File: src/design/masked_byte_pattern_scanner_unit_macros.svh
// Assertion helpers; expect clk and rst in the enclosing scope.
`ifndef MASKED_BYTE_PATTERN_SCANNER_UNIT_MACROS_SVH
`define MASKED_BYTE_PATTERN_SCANNER_UNIT_MACROS_SVH

// cond holds -> prop holds in the same cycle
`define MBPS_ASSERT_IMP(name, cond, prop) \
  name: assert property (@(posedge clk) disable iff (rst) (cond) |-> (prop)) \
    else $error("%m: assertion failed");

// cond holds -> prop holds in the following cycle
`define MBPS_ASSERT_NXT(name, cond, prop) \
  name: assert property (@(posedge clk) disable iff (rst) (cond) |=> (prop)) \
    else $error("%m: assertion failed");

`endif

File: src/design/mbps_pkg.sv
package mbps_pkg;

  localparam int BYTE_W     = 8;
  localparam int IDX_W      = 6;
  localparam int PLEN_W     = 7;
  localparam int HITS_W     = 10;
  localparam int POS_W      = 32;
  localparam int CFG_IDX_W  = 2;
  localparam int CFG_DATA_W = 16;

  localparam logic [CFG_IDX_W-1:0] REG_PATTERN_LEN = 2'd0;
  localparam logic [CFG_IDX_W-1:0] REG_HIT_LIMIT   = 2'd1;

  localparam logic [PLEN_W-1:0] PATTERN_LEN_RESET = 7'd1;
  localparam logic [HITS_W-1:0] HIT_LIMIT_RESET   = 10'd1000;

  localparam logic OP_WRITE = 1'b0;
  localparam logic OP_SCAN  = 1'b1;

  typedef struct packed {
    logic              op;
    logic [IDX_W-1:0]  pattern_index;
    logic [BYTE_W-1:0] pattern_byte;
    logic              care;
    logic [BYTE_W-1:0] data_byte;
    logic              last_byte;
  } in_item_t;

  typedef struct packed {
    logic              match_here;
    logic [POS_W-1:0]  match_start;
    logic [HITS_W-1:0] hit_count;
    logic              first_found;
    logic [POS_W-1:0]  first_offset;
    logic              section_done;
  } out_item_t;

  typedef struct packed {
    logic accept;
    logic issue;
    logic load;
  } cmd_t;

  typedef struct packed {
    logic k_last;
    logic out_free;
  } status_t;

endpackage

File: src/design/mbps_ctrl.sv
`include "masked_byte_pattern_scanner_unit_macros.svh"

module mbps_ctrl
  import mbps_pkg::*;
(
  input  logic    clk,
  input  logic    rst,
  input  logic    in_valid,
  input  logic    in_op,
  output logic    in_ready,
  output cmd_t    cmd,
  input  status_t status
);

  typedef enum logic [1:0] {IDLE, SCAN, DRAIN, EMIT} state_t;

  state_t state;

  always_comb begin
    cmd.accept = in_valid && in_ready;
    cmd.issue  = (state == SCAN);
    cmd.load   = (state == EMIT) && status.out_free;
  end

  always_ff @(posedge clk) begin
    if (rst) begin
      state    <= IDLE;
      in_ready <= 1'b1;
    end else begin
      unique case (state)
        IDLE: begin
          if (cmd.accept) begin
            in_ready <= 1'b0;
            state    <= (in_op == OP_SCAN) ? SCAN : EMIT;
          end
        end
        SCAN: begin
          if (status.k_last) begin
            state <= DRAIN;
          end
        end
        DRAIN: begin
          state <= EMIT;
        end
        EMIT: begin
          if (status.out_free) begin
            state    <= IDLE;
            in_ready <= 1'b1;
          end
        end
        default: begin
          state    <= IDLE;
          in_ready <= 1'b1;
        end
      endcase
    end
  end

  `MBPS_ASSERT_NXT(a_scan_entered, in_valid && in_ready && in_op == OP_SCAN, state == SCAN)
  `MBPS_ASSERT_NXT(a_write_to_emit, in_valid && in_ready && in_op == OP_WRITE, state == EMIT)
  `MBPS_ASSERT_IMP(a_ready_when_idle, in_ready, state == IDLE)

endmodule

File: src/design/mbps_datapath.sv
`include "masked_byte_pattern_scanner_unit_macros.svh"

module mbps_datapath
  import mbps_pkg::*;
#(
  parameter int PATTERN_MAX = 64
) (
  input  logic                  clk,
  input  logic                  rst,
  input  in_item_t              in_item,
  input  logic                  cfg_valid,
  input  logic [CFG_IDX_W-1:0]  cfg_index,
  input  logic [CFG_DATA_W-1:0] cfg_data,
  input  cmd_t                  cmd,
  output status_t               status,
  output logic                  out_valid,
  input  logic                  out_ready,
  output out_item_t             out_item
);

  localparam int AW = (PATTERN_MAX > 1) ? $clog2(PATTERN_MAX) : 1;
  localparam int LW = $clog2(PATTERN_MAX + 1);
  localparam int WD = 1 << AW;

  typedef struct packed {
    logic              care;
    logic [BYTE_W-1:0] value;
  } pat_entry_t;

  pat_entry_t        pat_mem [PATTERN_MAX];
  logic [BYTE_W-1:0] win_mem [WD];

  logic [PLEN_W-1:0] pattern_len;
  logic [HITS_W-1:0] hit_limit;

  logic [AW-1:0]     head;
  logic [LW-1:0]     k;
  logic              cmp_en;
  logic              mism;
  pat_entry_t        pat_rd;
  logic [BYTE_W-1:0] win_rd;
  logic              op_q;
  logic              last_q;

  logic [POS_W-1:0]  pos;
  logic [HITS_W-1:0] hits;
  logic              first_seen;
  logic [POS_W-1:0]  first_start;

  logic [LW-1:0]     eff_len;
  logic [LW-1:0]     len_m1;
  logic [HITS_W-1:0] eff_max;
  logic [AW-1:0]     rd_addr;
  logic              hit;
  logic              done;
  logic [POS_W-1:0]  start;
  logic [HITS_W-1:0] hits_next;
  logic              seen_next;
  logic [POS_W-1:0]  fstart_next;

  always_comb begin
    if (pattern_len == '0) begin
      eff_len = LW'(1);
    end else if (32'(pattern_len) > 32'(PATTERN_MAX)) begin
      eff_len = LW'(PATTERN_MAX);
    end else begin
      eff_len = LW'(pattern_len);
    end
    len_m1  = eff_len - LW'(1);
    eff_max = (hit_limit == '0) ? HITS_W'(1) : hit_limit;
    rd_addr = head - AW'(len_m1) + AW'(k);
  end

  always_comb begin
    done        = (op_q == OP_SCAN) && last_q;
    start       = pos - POS_W'(len_m1);
    hit         = (op_q == OP_SCAN) && (hits < eff_max) && (pos >= POS_W'(len_m1)) && !mism;
    hits_next   = hit ? hits + HITS_W'(1) : hits;
    seen_next   = first_seen || hit;
    fstart_next = (hit && !first_seen) ? start : first_start;
  end

  assign status.k_last   = (k == len_m1);
  assign status.out_free = !out_valid || out_ready;

  // configuration registers
  always_ff @(posedge clk) begin
    if (rst) begin
      pattern_len <= PATTERN_LEN_RESET;
      hit_limit   <= HIT_LIMIT_RESET;
    end else if (cfg_valid) begin
      unique case (cfg_index)
        REG_PATTERN_LEN: pattern_len <= cfg_data[PLEN_W-1:0];
        REG_HIT_LIMIT:   hit_limit   <= cfg_data[HITS_W-1:0];
        default: ;
      endcase
    end
  end

  // pattern and window memories
  always_ff @(posedge clk) begin
    if (cmd.accept && in_item.op == OP_WRITE
        && 32'(in_item.pattern_index) < 32'(PATTERN_MAX)) begin
      pat_mem[AW'(in_item.pattern_index)] <= '{care: in_item.care, value: in_item.pattern_byte};
    end
    if (cmd.accept && in_item.op == OP_SCAN) begin
      win_mem[head + AW'(1)] <= in_item.data_byte;
    end
    if (cmd.issue) begin
      pat_rd <= pat_mem[AW'(k)];
      win_rd <= win_mem[rd_addr];
    end
    if (cmd.accept) begin
      op_q   <= in_item.op;
      last_q <= in_item.last_byte;
    end
  end

  // compare loop
  always_ff @(posedge clk) begin
    if (rst) begin
      head   <= '0;
      k      <= '0;
      cmp_en <= 1'b0;
      mism   <= 1'b0;
    end else begin
      cmp_en <= cmd.issue;
      if (cmd.accept) begin
        k    <= '0;
        mism <= 1'b0;
        if (in_item.op == OP_SCAN) begin
          head <= head + AW'(1);
        end
      end else begin
        if (cmd.issue) begin
          k <= k + LW'(1);
        end
        if (cmp_en && pat_rd.care && win_rd != pat_rd.value) begin
          mism <= 1'b1;
        end
      end
    end
  end

  // section counters and result register
  always_ff @(posedge clk) begin
    if (rst) begin
      pos         <= '0;
      hits        <= '0;
      first_seen  <= 1'b0;
      first_start <= '0;
      out_valid   <= 1'b0;
    end else begin
      if (cmd.load) begin
        out_valid <= 1'b1;
        if (op_q == OP_SCAN) begin
          if (done) begin
            pos         <= '0;
            hits        <= '0;
            first_seen  <= 1'b0;
            first_start <= '0;
          end else begin
            pos         <= pos + POS_W'(1);
            hits        <= hits_next;
            first_seen  <= seen_next;
            first_start <= fstart_next;
          end
        end
      end else if (out_ready) begin
        out_valid <= 1'b0;
      end
    end
  end

  always_ff @(posedge clk) begin
    if (cmd.load) begin
      out_item.match_here   <= hit;
      out_item.match_start  <= hit ? start : '0;
      out_item.hit_count    <= hits_next;
      out_item.first_found  <= seen_next;
      out_item.first_offset <= seen_next ? fstart_next : '0;
      out_item.section_done <= done;
    end
  end

  `MBPS_ASSERT_IMP(a_match_counted, out_valid && out_item.match_here, out_item.hit_count != '0)
  `MBPS_ASSERT_IMP(a_match_first, out_valid && out_item.match_here, out_item.first_found)
  `MBPS_ASSERT_NXT(a_section_cleared, cmd.load && done, hits == '0 && !first_seen && pos == '0)

endmodule

File: src/design/masked_byte_pattern_scanner_unit.sv
// Channel  Direction  Handshake              Payload
// in       input      in_valid / in_ready    in_item (in_item_t)
// out      output     out_valid / out_ready  out_item (out_item_t)
// cfg      input      cfg_valid / cfg_ready  cfg_index, cfg_data
//
// One item at a time. A pattern write goes IDLE, EMIT; a scanned byte goes IDLE, SCAN,
// DRAIN, EMIT. In SCAN the compare loop reads one pattern entry and one window byte
// per cycle from both memories for L entries, L being pattern_len held to 1..PATTERN_MAX.
// Reset is synchronous on rst; no clearing pass. cfg_ready is always high.
// The result register frees the input side: a new item is taken while a
// result waits; a stalled output holds the following item in its EMIT state.
module masked_byte_pattern_scanner_unit
  import mbps_pkg::*;
#(
  parameter int PATTERN_MAX = 64
) (
  input  logic                  clk,
  input  logic                  rst,
  input  logic                  in_valid,
  output logic                  in_ready,
  input  in_item_t              in_item,
  output logic                  out_valid,
  input  logic                  out_ready,
  output out_item_t             out_item,
  input  logic                  cfg_valid,
  output logic                  cfg_ready,
  input  logic [CFG_IDX_W-1:0]  cfg_index,
  input  logic [CFG_DATA_W-1:0] cfg_data
);

  cmd_t    cmd;
  status_t status;

  assign cfg_ready = 1'b1;

  mbps_ctrl u_ctrl (
    .clk      (clk),
    .rst      (rst),
    .in_valid (in_valid),
    .in_op    (in_item.op),
    .in_ready (in_ready),
    .cmd      (cmd),
    .status   (status)
  );

  mbps_datapath #(
    .PATTERN_MAX (PATTERN_MAX)
  ) u_datapath (
    .clk       (clk),
    .rst       (rst),
    .in_item   (in_item),
    .cfg_valid (cfg_valid),
    .cfg_index (cfg_index),
    .cfg_data  (cfg_data),
    .cmd       (cmd),
    .status    (status),
    .out_valid (out_valid),
    .out_ready (out_ready),
    .out_item  (out_item)
  );

endmodule

File: config.mk
export PLATFORM = sky130hd
export DESIGN_NAME = masked_byte_pattern_scanner_unit
export DESIGN_NICKNAME = d
export VERILOG_FILES = /design/src/design/mbps_pkg.sv /design/src/design/mbps_ctrl.sv /design/src/design/mbps_datapath.sv /design/src/design/masked_byte_pattern_scanner_unit.sv
export VERILOG_INCLUDE_DIRS = /design/src /design/src/design
export SDC_FILE = /design/constraint.sdc
export NUM_CORES = 1
export LEC_CHECK = 0
export BUFFER_PORTS_ARGS = -buffer_cell sky130_fd_sc_hd__clkbuf_2
export CAP_MARGIN = 5
export CORE_ASPECT_RATIO = 0.9
export CORE_MARGIN = 3
export CORE_UTILIZATION = 25
export DETAILED_ROUTE_END_ITERATION = 6
export PLACE_DENSITY = 0.48
export SETUP_SLACK_MARGIN = 0.15
export SLEW_MARGIN = 5
export SYNTH_ARGS = -nofsm -noshare
export SYNTH_HDL_FRONTEND = slang
export SYNTH_SLANG_ARGS = --single-unit
File: constraint.sdc
create_clock -name clk -period 5.36 [get_ports clk]
set_input_delay 1.072 -clock clk [delete_from_list [all_inputs] [get_ports clk]]
set_output_delay 1.072 -clock clk [all_outputs]
set_load 0.01 [all_outputs]
==> flow_metrics.env <==
export IMPL_ys_warn_count=0
export IMPL_ir_drop_mv=0.345
export IMPL_totalWireLength_mm=124
export IMPL_setup_viol=0
export IMPL_fin_crit_ps=4910
export IMPL_cts_sinks=1295
export IMPL_grt_pass1_wl_mm=181
export IMPL_seq_area_frac_synth_pct=73.0
export IMPL_clkTransAtPathRegs_ps=60
export IMPL_syn_num_nets=2761
export IMPL_synth_seq_cells=1295
export IMPL_die_height_um=438
export IMPL_grt_max_degree=78
export IMPL_numCtsBuffers=139
export IMPL_io_buffers=120
export IMPL_route_antenna_remaining_nets=0
export IMPL_fp_coreArea_um2=204000
export IMPL_use_met3_pct=2.70
export IMPL_cts_tree="yes"
export IMPL_synthToLayoutAreaGrowth_pct=17.2
export IMPL_clkLatencyLatePin_ps=770
export IMPL_hold_viol=0
export IMPL_crit_path_end_kind="register"
export IMPL_cts_setup_buffers=0
export IMPL_dieWidth_um=485
export IMPL_viasPerCell=4.45
export IMPL_hold_class="reg -> reg"
export IMPL_rr_worst_depth=9
export IMPL_cp_max_fo=33
export IMPL_dr_pass1_iters=5
export IMPL_status="complete, no violations"
export IMPL_place_hpwl_mm=76.3
export IMPL_finalClockSkew_ps=25.6
export IMPL_min_delay_path_depth=1
export IMPL_gp_congestion=0.733
export IMPL_grt_usage_pct=11.5
export IMPL_p_leak_nw=18.6
export IMPL_synth_area_per_cell_um2=19.4
export IMPL_ys_types=77
export IMPL_grt_overflow_total=0
export IMPL_core_rowCount=157
export IMPL_fin_nets=2990
export IMPL_fill_cells=19800
export IMPL_async_flop_share_pct=0
export IMPL_cts_max_path_buffers=3
export IMPL_cts_hold_fix_buffers=0
export IMPL_drc_errors=0
export IMPL_ctsResizeCount=0
export IMPL_htreeDepth=4
export IMPL_synth_area_top_cells="edfxtp_1, mux4_2, dfxtp_1"
export IMPL_use_met2_pct=17.5
export IMPL_via_count=25400
export IMPL_worst_setup_path_start_kind="register"
export IMPL_grt_use_met1_pct=16.5
export IMPL_start_util_pct=25.3
export IMPL_dieArea_um2=212000
export IMPL_rsz0062_at_grt="false"
export IMPL_slew_headroom_pct=23.5
export IMPL_top_usage_layer="met2"
export IMPL_post_route_period_util_pct=91.5
export IMPL_dp_cells=5462
export IMPL_cts_root_buf="clkbuf_16"
export IMPL_tightestPinTransition_ps=1150
export IMPL_timing_fmax_ghz=0.204
export IMPL_placed_area_um2=56100
export IMPL_drv_cap=0
export IMPL_path_class="reg -> reg"
export IMPL_synthCells=2671
export IMPL_drive_gt1_share_pct=27.0
export IMPL_final_setup_tns_ps=0
export IMPL_boundaryPins=128
export IMPL_worstPathRequired_ps=5860
export IMPL_finalNonFillerCells=5712
export IMPL_grt_pass1_vias=25600
export IMPL_syn_area_um2=51700
export IMPL_wl_per_cell_um=21.6
export IMPL_cp_arrival_ps=5410
export IMPL_yosysTopAreaCell="edfxtp_1"
export IMPL_final_area_um2=60600
export IMPL_maxSlewViolCount=0
export IMPL_synth_top_area_share_pct=68.7
export IMPL_hold_ws_ps=460
export IMPL_power_density_nw_per_um2=412
export IMPL_antenna_found_initial=5
export IMPL_yosys_most_used_dff="edfxtp_1"
export IMPL_utilization_pct=29.6
export IMPL_drtIter0Drc=2087
export IMPL_synth_edf_count=1184
## through the flow
stage	setup slack (ps)	power, mW
after floorplan	841	14.2
after global placement	413	15.7
after detailed placement	419	15.7
after CTS	405	25.4
after global routing	222	26.0
final	454	25.0
## kinds of logic (layout without fill, tap and decap cells)
| kind of cell | after synthesis | after routing | synth area share (%) |
|---|---|---|---|
| AO/OA/AOI/OAI | 181 | 181 | 2.39 |
| XOR/XNOR | 88 | 88 | 1.50 |
| adder cells (fa/ha/maj) | 42 | 42 | 1.10 |
| buffers and inverters | 182 | 519 | 1.60 |
| flip-flops | 1295 | 1295 | 73.0 |
| multiplexers | 368 | 368 | 15.8 |
| other | 1 | 2 | 0.00725 |
| AND/OR/NAND/NOR | 514 | 514 | 4.61 |
## synth_stat cells, types with 6 or more instances
master / instances
a211o_1: 8
a21oi_1: 45
a31oi_1: 9
and3_1: 7
buf_1: 27
buf_4: 10
buf_6: 8
clkbuf_1: 91
dfxtp_1: 111
edfxtp_1: 1184
fa_1: 6
ha_1: 36
inv_1: 38
mux2i_1: 9
mux4_2: 357
nand2_1: 95
nand2b_1: 9
nand3_1: 26
nand4_1: 19
nor2_1: 251
nor2b_1: 12
nor3_1: 23
nor4_1: 15
o21ai_0: 31
o2bb2ai_1: 30
o31ai_1: 18
or3_1: 16
or4_1: 7
xnor2_1: 46
xor2_1: 41
## final cells by class
type	instances	area, um2	share of cell area [%]
flip-flops and latches	1295	37800	62.3
diodes	1	2.50	0.00413
repair buffers	231	1570	2.59
clock inverters	76	883	1.46
well taps	2703	3380	5.58
inverters	39	146	0.241
clock buffers	173	3690	6.09
multi-input cells	1194	13200	21.7
## worst paths after layout
check,slack (ps),end,from
setup / recovery,450,u_datapath.win_rd[3]$_DFFE_PP_,u_datapath.pattern_len[2]$_SDFFE_PP0P_
hold / removal,460,u_datapath.first_start[20]$_SDFFE_PP0P_,u_datapath.first_start[20]$_SDFFE_PP0P_
setup reg to reg,450,u_datapath.win_rd[3]$_DFFE_PP_,u_datapath.pattern_len[2]$_SDFFE_PP0P_
hold reg to reg,460,u_datapath.first_start[20]$_SDFFE_PP0P_,u_datapath.first_start[20]$_SDFFE_PP0P_
## sequential cells by signal, indices dropped and copies added, names as in the netlist
name	cells
u_ctrl.in_ready	1
u_datapath.pat_rd	9
u_datapath.mism	1
u_datapath.win_mem	512
u_datapath.cmp_en	1
u_datapath.pos	32
u_datapath.hit_limit	10
u_datapath.pattern_len	7
u_datapath.first_seen	1
u_datapath.head	6
u_datapath.out_valid	1
u_datapath.last_q	1
u_datapath.k	7
u_datapath.out_item	77
u_datapath.op_q	1
u_datapath.pat_mem	576
u_datapath.win_rd	8
u_ctrl.state	2
u_datapath.first_start	32
u_datapath.hits	10
## power by group
| group | internal [mW] | leakage, nW | switching (mW) | total (mW) |
|---|---|---|---|---|
| registers | 11.3 | 11.6 | 0.116 | 11.4 |
| logic | 1.84 | 4.86 | 2.11 | 3.94 |
| clock network | 5.69 | 2.23 | 3.96 | 9.65 |
## cell usage in the layout (no fill, tap or decap), drive strengths merged, types with 27 or more instances in the layout
cell and n:
dfxtp 111, clkbuf 293, mux4 357, a21oi 45, inv 47, edfxtp 1184
nor2 251, o2bb2ai 31, o21ai 35, nand2 97, xor2 41, xnor2 47
nand3 27, clkinv 49, buf 111, ha 36
## routing by layer
| layer | routed length (um) | part of all wire [%] |
|---|---|---|
| met1 | 57500 | 47 |
| met2 | 56200 | 46 |
| met3 | 6920 | 5.6 |
| met4 | 2870 | 2.3 |
| met5 | 27 | 0.022 |
## worst max-delay path, cell delays in order (launching register included)
cell and delay, ps:
dfxtp_1 370, nor4_1 420, a21oi_1 160, ha_1 450, fa_1 490, fa_4 1040, buf_12 280, mux4_2 360
mux4_2 520, mux4_2 480
No activity file was read; power rests on OpenSTA's default activity.
